`src/design/rtpd_pkg.sv`:
```
// Shared types and constants of the RTP H.264 depacketizer.
`timescale 1ns / 1ps

package rtpd_pkg;

    // Packet layout and counter limits.
    localparam logic [15:0] HEADER_BYTES     = 16'd12;
    localparam logic [15:0] FU_HEADER_POS    = HEADER_BYTES + 16'd1;
    localparam logic [15:0] MAX_PACKET_BYTES = 16'd65535;
    localparam logic [15:0] POS_LIMIT        = 16'hFFFF;

    // NAL and RTP header fields.
    localparam logic [1:0] RTP_VERSION = 2'd2;
    localparam logic [4:0] FU_A_TYPE   = 5'd28;

    // Kinds of result words.
    localparam logic [1:0] KIND_DATA     = 2'd0;
    localparam logic [1:0] KIND_DATA_END = 2'd1;
    localparam logic [1:0] KIND_END      = 2'd2;
    localparam logic [1:0] KIND_ABORT    = 2'd3;

    // Command queue between the parser and the emitter.
    localparam int QUEUE_DEPTH = 4;
    localparam int QPTR_W      = $clog2(QUEUE_DEPTH);
    localparam int QCNT_W      = $clog2(QUEUE_DEPTH + 1);
    localparam logic [QPTR_W-1:0] QPTR_LAST = QPTR_W'(QUEUE_DEPTH - 1);
    localparam logic [QCNT_W-1:0] QCNT_FULL = QCNT_W'(QUEUE_DEPTH);

    // Order in which the parts of one command leave the block.
    localparam int E_ABORT = 0;
    localparam int E_SC0   = 1;
    localparam int E_SC1   = 2;
    localparam int E_SC2   = 3;
    localparam int E_SC3   = 4;
    localparam int E_HDR   = 5;
    localparam int E_DATA  = 6;
    localparam int E_END   = 7;
    localparam int ELEM_COUNT = 8;

    // Parser mode within the current packet.
    typedef enum logic [3:0] {
        MODE_HEAD   = 4'b0001,
        MODE_SINGLE = 4'b0010,
        MODE_FU     = 4'b0100,
        MODE_DROP   = 4'b1000
    } t_mode;

    // Work that one input word leaves for the emitter.
    typedef struct packed {
        logic       abort;
        logic       start;
        logic       hdr;
        logic [7:0] hdr_byte;
        logic       data;
        logic [7:0] data_byte;
        logic       data_last;
        logic       unit_end;
    } t_cmd;

    // Fill status of the command queue.
    typedef struct packed {
        logic full;
        logic empty;
    } t_qstat;

endpackage

```
`src/design/rtpd_front.sv`:
```
// Packet parser: tracks the byte position and mode and turns each byte into a command.
`timescale 1ns / 1ps

module rtpd_front (
    input  logic                i_clk,
    input  logic                i_rst_n,
    input  logic                i_valid,
    output logic                o_ready,
    input  logic [7:0]          i_in_byte,
    input  logic                i_packet_last,
    input  rtpd_pkg::t_qstat    i_qstat,
    output logic                o_push,
    output rtpd_pkg::t_cmd      o_cmd
);

    logic [15:0]     r_pos,  n_pos;
    rtpd_pkg::t_mode r_mode, n_mode;
    logic [7:0]      r_ind,  n_ind;
    logic            r_fend, n_fend;
    logic            r_open, n_open;
    rtpd_pkg::t_cmd  cmd;
    logic            accept;
    logic            ending;
    logic            close_ok;

    assign o_ready = !i_qstat.full;
    assign accept  = i_valid && o_ready;

    // Classify the byte and work out the next packet state.
    always_comb begin
        n_pos    = r_pos;
        n_mode   = r_mode;
        n_ind    = r_ind;
        n_fend   = r_fend;
        n_open   = r_open;
        cmd      = '0;
        ending   = 1'b0;
        close_ok = 1'b0;

        if (r_pos == '0) begin
            n_mode = (i_in_byte[7:6] == rtpd_pkg::RTP_VERSION) ?
                     rtpd_pkg::MODE_HEAD : rtpd_pkg::MODE_DROP;
            n_fend = 1'b0;
        end else if (r_pos == rtpd_pkg::HEADER_BYTES) begin
            if (r_mode == rtpd_pkg::MODE_HEAD) begin
                n_ind = i_in_byte;
            end
        end else if (r_pos == rtpd_pkg::FU_HEADER_POS) begin
            if (r_mode == rtpd_pkg::MODE_HEAD) begin
                if (r_ind[4:0] == rtpd_pkg::FU_A_TYPE) begin
                    if (i_in_byte[7]) begin
                        // Start fragment: open a unit with the rebuilt NAL header.
                        cmd.abort    = r_open;
                        cmd.start    = 1'b1;
                        cmd.hdr      = 1'b1;
                        cmd.hdr_byte = {r_ind[7:5], i_in_byte[4:0]};
                        n_open       = 1'b1;
                        n_fend       = 1'b0;
                        n_mode       = rtpd_pkg::MODE_FU;
                    end else if (r_open) begin
                        n_fend = i_in_byte[6];
                        n_mode = rtpd_pkg::MODE_FU;
                    end else begin
                        n_mode = rtpd_pkg::MODE_DROP;
                    end
                end else begin
                    // Single NAL unit: start code, NAL header, first data byte.
                    cmd.abort     = r_open;
                    cmd.start     = 1'b1;
                    cmd.hdr       = 1'b1;
                    cmd.hdr_byte  = r_ind;
                    cmd.data      = 1'b1;
                    cmd.data_byte = i_in_byte;
                    cmd.data_last = i_packet_last;
                    n_open        = !i_packet_last;
                    n_mode        = rtpd_pkg::MODE_SINGLE;
                end
            end
        end else if (r_pos > rtpd_pkg::FU_HEADER_POS &&
                     (r_mode == rtpd_pkg::MODE_SINGLE || r_mode == rtpd_pkg::MODE_FU) &&
                     r_pos < rtpd_pkg::MAX_PACKET_BYTES) begin
            // Payload byte of an open unit.
            ending        = (r_mode == rtpd_pkg::MODE_SINGLE) || r_fend;
            cmd.data      = 1'b1;
            cmd.data_byte = i_in_byte;
            if (i_packet_last && ending) begin
                cmd.data_last = 1'b1;
                n_open        = 1'b0;
            end
        end

        if (i_packet_last) begin
            // Close a unit whose final byte was never streamed.
            close_ok = (n_mode == rtpd_pkg::MODE_SINGLE) ||
                       (n_mode == rtpd_pkg::MODE_FU && n_fend);
            if (close_ok && n_open) begin
                cmd.unit_end = 1'b1;
                n_open       = 1'b0;
            end
            n_pos  = '0;
            n_mode = rtpd_pkg::MODE_HEAD;
            n_fend = 1'b0;
        end else if (r_pos < rtpd_pkg::POS_LIMIT) begin
            n_pos = r_pos + 16'd1;
        end
    end

    assign o_cmd  = cmd;
    assign o_push = accept && (cmd.abort || cmd.start || cmd.data || cmd.unit_end);

    // Packet state advances on every accepted word.
    always_ff @(posedge i_clk) begin
        if (!i_rst_n) begin
            r_pos  <= '0;
            r_mode <= rtpd_pkg::MODE_HEAD;
            r_ind  <= '0;
            r_fend <= 1'b0;
            r_open <= 1'b0;
        end else if (accept) begin
            r_pos  <= n_pos;
            r_mode <= n_mode;
            r_ind  <= n_ind;
            r_fend <= n_fend;
            r_open <= n_open;
        end
    end

endmodule

```
`src/design/rtpd_cmd_fifo.sv`:
```
// Small command queue that decouples the parser from the emitter.
`timescale 1ns / 1ps

module rtpd_cmd_fifo (
    input  logic                i_clk,
    input  logic                i_rst_n,
    input  logic                i_push,
    input  rtpd_pkg::t_cmd      i_cmd,
    input  logic                i_pop,
    output rtpd_pkg::t_cmd      o_head,
    output rtpd_pkg::t_qstat    o_qstat
);

    rtpd_pkg::t_cmd                r_mem [rtpd_pkg::QUEUE_DEPTH];
    logic [rtpd_pkg::QPTR_W-1:0]   r_wptr, r_rptr;
    logic [rtpd_pkg::QCNT_W-1:0]   r_count;
    logic                          do_push, do_pop;

    assign o_qstat.full  = (r_count == rtpd_pkg::QCNT_FULL);
    assign o_qstat.empty = (r_count == '0);
    assign do_push       = i_push && !o_qstat.full;
    assign do_pop        = i_pop && !o_qstat.empty;
    assign o_head        = r_mem[r_rptr];

    // Entry storage.
    always_ff @(posedge i_clk) begin
        if (do_push) begin
            r_mem[r_wptr] <= i_cmd;
        end
    end

    // Pointers and fill count.
    always_ff @(posedge i_clk) begin
        if (!i_rst_n) begin
            r_wptr  <= '0;
            r_rptr  <= '0;
            r_count <= '0;
        end else begin
            if (do_push) begin
                r_wptr <= (r_wptr == rtpd_pkg::QPTR_LAST) ? '0 : r_wptr + 1'b1;
            end
            if (do_pop) begin
                r_rptr <= (r_rptr == rtpd_pkg::QPTR_LAST) ? '0 : r_rptr + 1'b1;
            end
            if (do_push && !do_pop) begin
                r_count <= r_count + 1'b1;
            end else if (do_pop && !do_push) begin
                r_count <= r_count - 1'b1;
            end
        end
    end

endmodule

```
`src/design/rtpd_back.sv`:
```
// Emitter: expands queued commands into output words through an output register.
`timescale 1ns / 1ps

module rtpd_back (
    input  logic                i_clk,
    input  logic                i_rst_n,
    input  rtpd_pkg::t_cmd      i_head,
    input  rtpd_pkg::t_qstat    i_qstat,
    output logic                o_pop,
    output logic                o_valid,
    input  logic                i_ready,
    output logic [7:0]          o_out_byte,
    output logic [1:0]          o_out_kind
);

    logic [rtpd_pkg::ELEM_COUNT-1:0] r_done, n_done;
    logic [rtpd_pkg::ELEM_COUNT-1:0] present, remaining, cur;
    logic                            last_elem, load;
    logic                            r_out_valid;
    logic [7:0]                      r_out_byte, n_byte;
    logic [1:0]                      r_out_kind, n_kind;

    // Parts of the head command still to be sent; take the lowest one.
    always_comb begin
        present                   = '0;
        present[rtpd_pkg::E_ABORT] = i_head.abort;
        present[rtpd_pkg::E_SC0]   = i_head.start;
        present[rtpd_pkg::E_SC1]   = i_head.start;
        present[rtpd_pkg::E_SC2]   = i_head.start;
        present[rtpd_pkg::E_SC3]   = i_head.start;
        present[rtpd_pkg::E_HDR]   = i_head.hdr;
        present[rtpd_pkg::E_DATA]  = i_head.data;
        present[rtpd_pkg::E_END]   = i_head.unit_end;
    end

    assign remaining = present & ~r_done;
    assign cur       = remaining & (~remaining + 1'b1);
    assign last_elem = ((remaining & ~cur) == '0);
    assign load      = !i_qstat.empty && (!r_out_valid || i_ready);
    assign o_pop     = load && last_elem;
    assign n_done    = last_elem ? '0 : (r_done | cur);

    // Word for the selected part.
    always_comb begin
        n_byte = 8'h00;
        n_kind = rtpd_pkg::KIND_END;
        if (cur[rtpd_pkg::E_ABORT]) begin
            n_kind = rtpd_pkg::KIND_ABORT;
        end else if (cur[rtpd_pkg::E_SC0] || cur[rtpd_pkg::E_SC1] || cur[rtpd_pkg::E_SC2]) begin
            n_kind = rtpd_pkg::KIND_DATA;
        end else if (cur[rtpd_pkg::E_SC3]) begin
            n_byte = 8'h01;
            n_kind = rtpd_pkg::KIND_DATA;
        end else if (cur[rtpd_pkg::E_HDR]) begin
            n_byte = i_head.hdr_byte;
            n_kind = rtpd_pkg::KIND_DATA;
        end else if (cur[rtpd_pkg::E_DATA]) begin
            n_byte = i_head.data_byte;
            n_kind = i_head.data_last ? rtpd_pkg::KIND_DATA_END : rtpd_pkg::KIND_DATA;
        end
    end

    // Progress through the head command.
    always_ff @(posedge i_clk) begin
        if (!i_rst_n) begin
            r_done      <= '0;
            r_out_valid <= 1'b0;
        end else begin
            if (load) begin
                r_done      <= n_done;
                r_out_valid <= 1'b1;
            end else if (i_ready) begin
                r_out_valid <= 1'b0;
            end
        end
    end

    // Output word register.
    always_ff @(posedge i_clk) begin
        if (load) begin
            r_out_byte <= n_byte;
            r_out_kind <= n_kind;
        end
    end

    assign o_valid    = r_out_valid;
    assign o_out_byte = r_out_byte;
    assign o_out_kind = r_out_kind;

endmodule

```
`src/design/rtp_h264_depacketizer.sv`:
```
// Top level of the RTP H.264 depacketizer: parser, command queue and emitter.
//
// Input channel: one byte of a decrypted RTP packet per word (i_in_byte), header
// first, with i_packet_last high on the final byte of each packet. Words move
// on i_valid and o_ready. Output channel: one Annex-B stream byte per word
// (o_out_byte) with its kind (o_out_kind: data, data ending the unit, unit end
// without a byte, abort of the open unit), moved on o_valid and i_ready.
// Throughput: the parser takes one input word per cycle while the four-entry
// command queue has room. The emitter sends one output word per cycle while
// i_ready is high; a byte that opens a unit causes up to seven output words.
// The queue takes three more words behind its command, so o_ready can then drop
// until that command is sent. The first output word of an input word is
// written into the queue, then into the output register; earlier queued words
// and a stalled receiver can hold it in between.
// When the receiver stalls, the output register holds its word, the queue
// fills and o_ready drops only once all four entries are taken.
// Reset clears the packet position, mode and open-unit flag, empties the queue
// and drops any pending output word.
`timescale 1ns / 1ps

module rtp_h264_depacketizer (
    input  logic       i_clk,
    input  logic       i_rst_n,
    input  logic       i_valid,
    output logic       o_ready,
    input  logic [7:0] i_in_byte,
    input  logic       i_packet_last,
    output logic       o_valid,
    input  logic       i_ready,
    output logic [7:0] o_out_byte,
    output logic [1:0] o_out_kind
);

    rtpd_pkg::t_cmd   push_cmd;
    rtpd_pkg::t_cmd   head_cmd;
    rtpd_pkg::t_qstat qstat;
    logic             push;
    logic             pop;

    rtpd_front u_front (
        .i_clk         (i_clk),
        .i_rst_n       (i_rst_n),
        .i_valid       (i_valid),
        .o_ready       (o_ready),
        .i_in_byte     (i_in_byte),
        .i_packet_last (i_packet_last),
        .i_qstat       (qstat),
        .o_push        (push),
        .o_cmd         (push_cmd)
    );

    rtpd_cmd_fifo u_fifo (
        .i_clk   (i_clk),
        .i_rst_n (i_rst_n),
        .i_push  (push),
        .i_cmd   (push_cmd),
        .i_pop   (pop),
        .o_head  (head_cmd),
        .o_qstat (qstat)
    );

    rtpd_back u_back (
        .i_clk      (i_clk),
        .i_rst_n    (i_rst_n),
        .i_head     (head_cmd),
        .i_qstat    (qstat),
        .o_pop      (pop),
        .o_valid    (o_valid),
        .i_ready    (i_ready),
        .o_out_byte (o_out_byte),
        .o_out_kind (o_out_kind)
    );

endmodule

```
`config.mk`:
```
export PLATFORM = sky130hd
export DESIGN_NAME = rtp_h264_depacketizer
export DESIGN_NICKNAME = d
export VERILOG_FILES = /design/src/design/rtpd_pkg.sv /design/src/design/rtpd_front.sv /design/src/design/rtpd_cmd_fifo.sv /design/src/design/rtpd_back.sv /design/src/design/rtp_h264_depacketizer.sv
export SDC_FILE = /design/constraint.sdc
export NUM_CORES = 1
export LEC_CHECK = 0
export ABC_AREA = 1
export BUFFER_PORTS_ARGS = -buffer_cell sky130_fd_sc_hd__buf_2
export CORE_UTILIZATION = 56
export DETAILED_ROUTE_END_ITERATION = 10
export PLACE_DENSITY = 0.86
export SETUP_SLACK_MARGIN = 0.05
export SYNTH_ARGS = -nofsm -noshare
export SYNTH_HDL_FRONTEND = slang
export SYNTH_SLANG_ARGS = --single-unit
```
`constraint.sdc`:
```
create_clock -name i_clk -period 3.1 [get_ports i_clk]
set_input_delay 0 -clock i_clk [delete_from_list [all_inputs] [get_ports i_clk]]
set_output_delay 0 -clock i_clk [all_outputs]
set_load 0.02 [all_outputs]
```
* Word-level counts from Yosys, hierarchy flattened *
Memory sizes are Yosys's and may differ from the RTL's. A register that Yosys moved wholly into a read port is not among the register bits.
Index checks and enable logic that the tools add are counted.

storage, ports and cells
  latch bits = 0
  bits in writable memories = 88
  logic and storage cells = 140
  bits in read-only memories = 0
  memories kept = 1
  register bits = 56
  output and inout port bits = 12
  input bits = 13

cells by class
  multipliers = 0
  div/mod/pow operators = 0
  equal/unequal tests = 12
  reduce and logical (&&, ||, !) cells = 38
  bitwise operators = 8
  muxes and demuxes = 60
  add/sub/neg operators = 6
  shift operators = 0
  magnitude comparators = 2

memories
  name          words  width  rd ports  clocked after Yosys merged registers in  wr ports  line                 text
  u_fifo.r_mem  4      22     1         1                                        1         rtpd_cmd_fifo.sv:14  rtpd_pkg::t_cmd r_mem [rtpd_pkg::QUEUE_DEPTH];

operators with widths
  kind                                                 number
  2-to-1 mux 21 bit                                    3
  2-to-1 mux 4 bit                                     9
  2-to-1 mux 11 bit                                    3
  == test 16 x 4 -> 1 bit, second input constant       2
  2-to-1 mux 16 bit                                    2
  2-to-1 mux 10 bit                                    3
  2-to-1 mux 1 bit                                     27
  AND 8 bit                                            3
  2-to-1 mux 8 bit                                     3
  inverter 8 bit                                       3
  adder 16 x 1 -> 16 bit, second input constant        1
  > comparator 16 x 4 -> 1 bit, second input constant  1
  zero test 16 bit                                     1
  < comparator 16 bit, second input constant           1
  2-to-1 mux 2 bit                                     8
  logical AND 1 bit                                    13
  logical OR 1 bit                                     9
  adder 8 x 1 -> 8 bit, second input constant          1
  == test 4 x 2 -> 1 bit, second input constant        2
  == test 4 x 3 -> 1 bit, second input constant        2
  zero test 8 bit                                      1
  bitwise OR 8 bit                                     1
  == test 2 bit, second input constant                 3
  zero test 1 bit                                      6
  14 further kinds                                     18

* Logic depth before layout (Yosys ltp) *
  depth after elaboration = 20
  gate-level depth with buffers = 22

* Modules after synthesis *
A second synthesis with hierarchy kept.

unflattened totals
  cell total of the unflattened synthesis = 751
  area total of the unflattened synthesis = 6910.4 µm²

by module, submodules not included
  module         area each (µm²)  seq. area each (µm²)  instances  cells each
  rtpd_cmd_fifo  3794.9           2822.7                1          285
  rtpd_front     2073.2           600.6                 1          335
  rtpd_back      1042.2           480.5                 1          131

* Worst setup path before layout *
OpenSTA, ideal clock, no wires.

  kind = reg2reg
  start = register u_fifo.r_count[1] in the netlist's numbering
  end = register u_fifo.r_count[1] in the netlist's numbering
  arrival = 2.899 ns
  cell stages (with the launch flop) = 13
  slack = 0.080 ns
  path buffers = 0
  data required time = 2.980 ns
  path through = dfxtp_1 -> inv_1 -> a31oi_1 -> o21ai_0 -> a21oi_1 -> nand3_1 -> nor2_4 -> inv_4 -> ha_1 -> inv_1 -> fa_1 -> o21ai_0 -> a21oi_1

between the ends
  longest elaborated chain between the ends = 8
  elaborated cells between the ends (all ways) = 19

ends and longest elaborated chain
  what                                                    line                 text
  start: declaration                                      rtpd_cmd_fifo.sv:16  logic [rtpd_pkg::QCNT_W-1:0] r_count;
  start signal: assignment                                rtpd_cmd_fifo.sv:46  r_count <= r_count + 1'b1;
  start signal: assignment                                rtpd_cmd_fifo.sv:48  r_count <= r_count - 1'b1;
  zero test 3 bit *                                       rtpd_cmd_fifo.sv:20  assign o_qstat.empty = (r_count == '0);
  zero test 1 bit *                                       rtpd_back.sv:39      assign load = !i_qstat.empty && (!r_out_valid || i_ready);
  logical AND 1 bit *                                     rtpd_back.sv:39
  net u_back.load                                         rtpd_back.sv:18      logic last_elem, load;
  logical AND 1 bit *                                     rtpd_back.sv:40      assign o_pop = load && last_elem;
  logical AND 1 bit *                                     rtpd_cmd_fifo.sv:22  assign do_pop = i_pop && !o_qstat.empty;
  zero test 1 bit                                         rtpd_cmd_fifo.sv:45  if (do_push && !do_pop) begin
  logical AND 1 bit                                       rtpd_cmd_fifo.sv:45
  2-to-1 mux 3 bit or nonzero test 2 bit (tied branches)  --

The timed path passes the listed nets; every way through them passes the cells marked *. The select of a mux whose other input is x is not followed.
A chain may end at the register's enable or synchronous reset.

* Final worst setup path *
  start = register u_front.r_pos[1]
  end = register u_fifo.r_count[2] in the netlist's numbering

between the ends
  longest elaborated chain between the ends = 16
  elaborated cells between the ends (all ways) = 39

ends and longest elaborated chain
  what                                                                     line                                text
  start: declaration                                                       rtpd_front.sv:16                    logic [15:0] r_pos, n_pos;
  start signal: assignment                                                 rtpd_front.sv:120                   r_pos <= n_pos;
  > comparator 16 x 4 -> 1 bit or == test 16 x 4 -> 1 bit (tied branches)  rtpd_front.sv:79, rtpd_front.sv:48
  logical AND 1 bit or 2-to-1 mux 4 bit (tied branches)                    rtpd_front.sv:79, rtpd_front.sv:48
  logical AND 1 bit or 2-to-1 mux 4 bit (tied branches)                    rtpd_front.sv:80, rtpd_front.sv:44
  2-to-1 mux 1 bit or 2-to-1 mux 4 bit (tied branches)                     rtpd_front.sv:79, rtpd_front.sv:40
  2-to-1 mux 1 bit or == test 4 x 3 -> 1 bit (tied branches)               rtpd_front.sv:48, rtpd_front.sv:95
  2-to-1 mux 1 bit or logical AND 1 bit (tied branches)                    rtpd_front.sv:44, rtpd_front.sv:95
  2-to-1 mux 1 bit or logical OR 1 bit (tied branches)                     rtpd_front.sv:40, rtpd_front.sv:94
  logical AND 1 bit                                                        rtpd_front.sv:96                    if (close_ok && n_open) begin
  2-to-1 mux 1 bit                                                         rtpd_front.sv:96
  2-to-1 mux 1 bit                                                         rtpd_front.sv:92                    if (i_packet_last) begin
  logical OR 1 bit *                                                       rtpd_front.sv:109                   assign o_push = accept && (cmd.abort || cmd.start || cmd.data || cmd.unit_end);
  logical AND 1 bit *                                                      rtpd_front.sv:109
  logical AND 1 bit *                                                      rtpd_cmd_fifo.sv:21                 assign do_push = i_push && !o_qstat.full;
  net u_fifo.do_push                                                       rtpd_cmd_fifo.sv:17                 logic do_push, do_pop;
  zero test 1 bit                                                          rtpd_cmd_fifo.sv:47                 end else if (do_pop && !do_push) begin
  logical AND 1 bit                                                        rtpd_cmd_fifo.sv:47
  nonzero test 2 bit (no source line)                                      --

The timed path passes the listed nets; every way through them passes the cells marked *.

==> impl_metrics.toml <==
[status]
status = "finished, final reports clean"

[global_route]
grt_start_max_net_pins = 22
grt_use_total = 0.264
grt_first_pass_wirelength_um = 25100
globalRouteOverflowTotal = 0
antenna_found_initial = 0
first_global_vias = 5298

[worst_hold_path]
hp-class = "input port to flip-flop"

[floorplanning]
dieArea_mm2 = 0.0123
floorplan.initialDensity = 0.578
dieHeight_um = 111
dieWidth_um = 111
ioPinCount = 25
row_count = 39
core_mm2 = 0.0115

[synth]
ys.flop_type = "edfxtp_1"
syn_avg_cell_area_um2 = 9.30
postSynth.asyncResetShare = 0
ys_seq_area_frac = 0.571
synth_area_mm2 = 0.00663
synthCells = 712
ys_types = 46
synth_edf_count = 94
ys_seq_elements = 142
yosysWarnings = 0
synth_fp_nets = 736

[power]
power_density_mw_per_mm2 = 514
vdd.ir_drop.worst_v = 0.000651
power_w = 0.00405
p_leak_nw = 2.89

[critical_path]
worstSetupPathType = "flip-flop to flip-flop"
cp_data_required_time_ns = 3.41
crit_path_max_fanout = 5
worstSetupStartpointType = "flip-flop"
crit_arrival_ns = 3.29
cp-end-kind = "flip-flop"

[detailed_routing]
avgRoutedWirePerCell_um = 17.2
drt_wl_total_um = 16000
dr.pass1.iters = 6
antenna_left = 0
vias = 5479
drt-initial-drc-count = 440
post-route-drc-count = 0
viasPerCell = 5.91

[placed_design]
dpl.hpwl_um = 10200
place.gp.congestion = 0.936
placed_cell_area_mm2 = 0.00700
place_inst = 879
numPortBuffers = 24

[sta]
relSlewSlack = 0.588
fin_crit_ns = 2.98
fin_skew_ns = 0.00971
finalSetupViolCount = 0
maxSlewViolCount = 0
period_share = 0.961
holdWs_ns = 0.0772
max_freq_mhz = 336
worstMarginPinSlew_ns = 0.614
rsz0062_at_grt = "yes"
fin_setup_tns_ns = 0
hold_viol = 0

[cells_and_area]
nFillCells = 783
diodes = 0
area_growth_pct = 18.9
finalNonFillerCells = 927
drive_above_1_share = 0.200
final_area_mm2 = 0.00788
fin_nets = 797

[job]
cap_violations = 0

[clock_tree]
cts_inserted_buffers = 17
clk_latency_ns = 0.43
cts_root_buf = "clkbuf_16"
cts.sinks = 142
clkTransAtPathRegs_ns = 0.06
cts_buffer_depth = 2
cts_tree = "built"
htree_levels = 4
==> power breakdown <==
group	internal [W]	leakage (nW)	switching, W	total [W]
registers	0.00199	1.20	0.00000395	0.00200
clock network	0.00117	0.265	0.000780	0.00195
logic	0.0000390	1.42	0.0000695	0.000108
==> through the flow <==
| step | utilization | setup slack, ns |
|---|---|---|
| floorplan | - | 0.0805 |
| global placement | 0.610 | 0.113 |
| detailed placement | 0.610 | -0.158 |
| CTS | 0.672 | 0.0655 |
| global route | 0.687 | -0.00181 |
| finish | 0.687 | 0.122 |
==> cell usage in the layout (no fill, tap or decap), types with 4 or more instances in the layout <==
cell type,instances
nand2_4,4
clkinv_1,4
inv_4,5
nor2_1,104
clkbuf_16,17
o22ai_1,13
o21ai_1,9
ha_1,7
nor2_2,15
dfxtp_4,4
inv_1,76
a211oi_1,4
nand2_1,93
nand2_2,7
inv_2,6
dfxtp_1,38
edfxtp_1,94
nand3_4,4
nor2_4,6
nor4_1,9
nand4_1,6
a21oi_1,39
nor3_1,17
o21ai_0,45
buf_4,28
buf_2,24
a22o_1,4
dfxtp_2,6
dlygate4sd3_1,10
nand3_1,35
==> per-layer routing <==
metal,global-route usage,routed length [µm]
met2,0.460,8200
met1,0.295,5960
met4,0.146,513
met5,0,0
met3,0.0672,1280
==> synth_stat cells, types with 2 or more instances <==
master / n / share of area
a22o_1: 4 / 0.0053
a32o_1: 3 / 0.0045
or2_4: 2 / 0.0026
o21bai_1: 3 / 0.0034
nor3b_1: 2 / 0.0023
inv_2: 6 / 0.0034
nor2_8: 2 / 0.0060
nor2_1: 109 / 0.062
nand3_4: 2 / 0.0053
nand4_1: 6 / 0.0057
xor2_1: 3 / 0.0040
o21ai_0: 47 / 0.036
nand2_1: 96 / 0.054
nor3_1: 18 / 0.014
nand2_2: 6 / 0.0057
nor2_2: 13 / 0.012
o22ai_1: 13 / 0.012
nand3_2: 2 / 0.0030
a32oi_1: 2 / 0.0026
inv_1: 80 / 0.045
buf_2: 5 / 0.0038
nor4_1: 9 / 0.0085
a21oi_1: 41 / 0.031
a211oi_1: 4 / 0.0045
nand2_4: 2 / 0.0034
nand3_1: 38 / 0.029
ha_1: 10 / 0.019
edfxtp_1: 94 / 0.43
nor2_4: 3 / 0.0051
o21ai_1: 9 / 0.0068
clkbuf_1: 13 / 0.0074
dfxtp_1: 48 / 0.15
a31oi_1: 4 / 0.0038
==> worst max-delay path, stage by stage, from the launching register on <==
cell	delay, ns
dfxtp_4	0.36
inv_4	0.08
ha_2	0.20
nand3_2	0.14
nor2_2	0.22
nand2_2	0.09
nand2_1	0.11
nor2_1	0.06
nand2_1	0.08
nand3_1	0.07
nand2_1	0.11
nand3_2	0.12
nand2_4	0.10
nand2_4	0.06
inv_4	0.06
ha_4	0.13
inv_4	0.05
fa_2	0.38
a21oi_2	0.15
o21ai_2	0.09
o21ai_2	0.15
a21oi_2	0.05
==> final timing paths <==
| kind | cells past startpoint | endpoint | startpoint | slack [ns] |
|---|---|---|---|---|
| worst max-delay path | 21 | u_fifo.r_count[2] | u_front.r_pos[1] | 0.12 |
| worst min register to register | 2 | u_front.r_mode[3] | u_front.r_mode[3] | 0.47 |
| worst min-delay path | 4 | u_front.r_fend | i_packet_last | 0.08 |
| worst max register to register | 21 | u_fifo.r_count[2] | u_front.r_pos[1] | 0.12 |
==> logic make-up after synthesis <==
| family | after synthesis | share of synthesized area |
|---|---|---|
| AND/OR/NAND/NOR | 314 | 0.225 |
| flip-flops | 142 | 0.571 |
| AO/OA/AOI/OAI | 133 | 0.114 |
| buffers and inverters | 108 | 0.0631 |
| adder cells (fa/ha/maj) | 11 | 0.0219 |
| XOR/XNOR | 4 | 0.00529 |
==> area by class of cell <==
type                       count  area [µm²]  area share
inverter                      88         343      0.0435
clock inverter                12         123      0.0156
tap                          143         179      0.0227
clock buffer                  18         429      0.0545
multi-input combinational    462        2570       0.326
sequential                   142        3810       0.483
timing repair buffer          62         430      0.0546
==> sequential cells by signal (all words and copies together) (netlist names), 2 cells and up, named ones only <==
name and flops:
u_fifo.r_mem 84, u_front.r_pos 16, u_back.o_out_byte 8, u_back.r_done 8
u_front.r_ind 8, u_front.r_mode 4, u_fifo.r_count 3, u_back.o_out_kind 2
u_fifo.r_rptr 2, u_fifo.r_wptr 2
==> timing repair <==
item,CTS,global route
hold endpoints to repair,21,0
pin swaps,4,18
hold buffers,10,0
setup buffers,4,4
setup endpoints to repair,2,2
resized for setup,13,42
No activity file was read; power rests on OpenSTA's default activity.
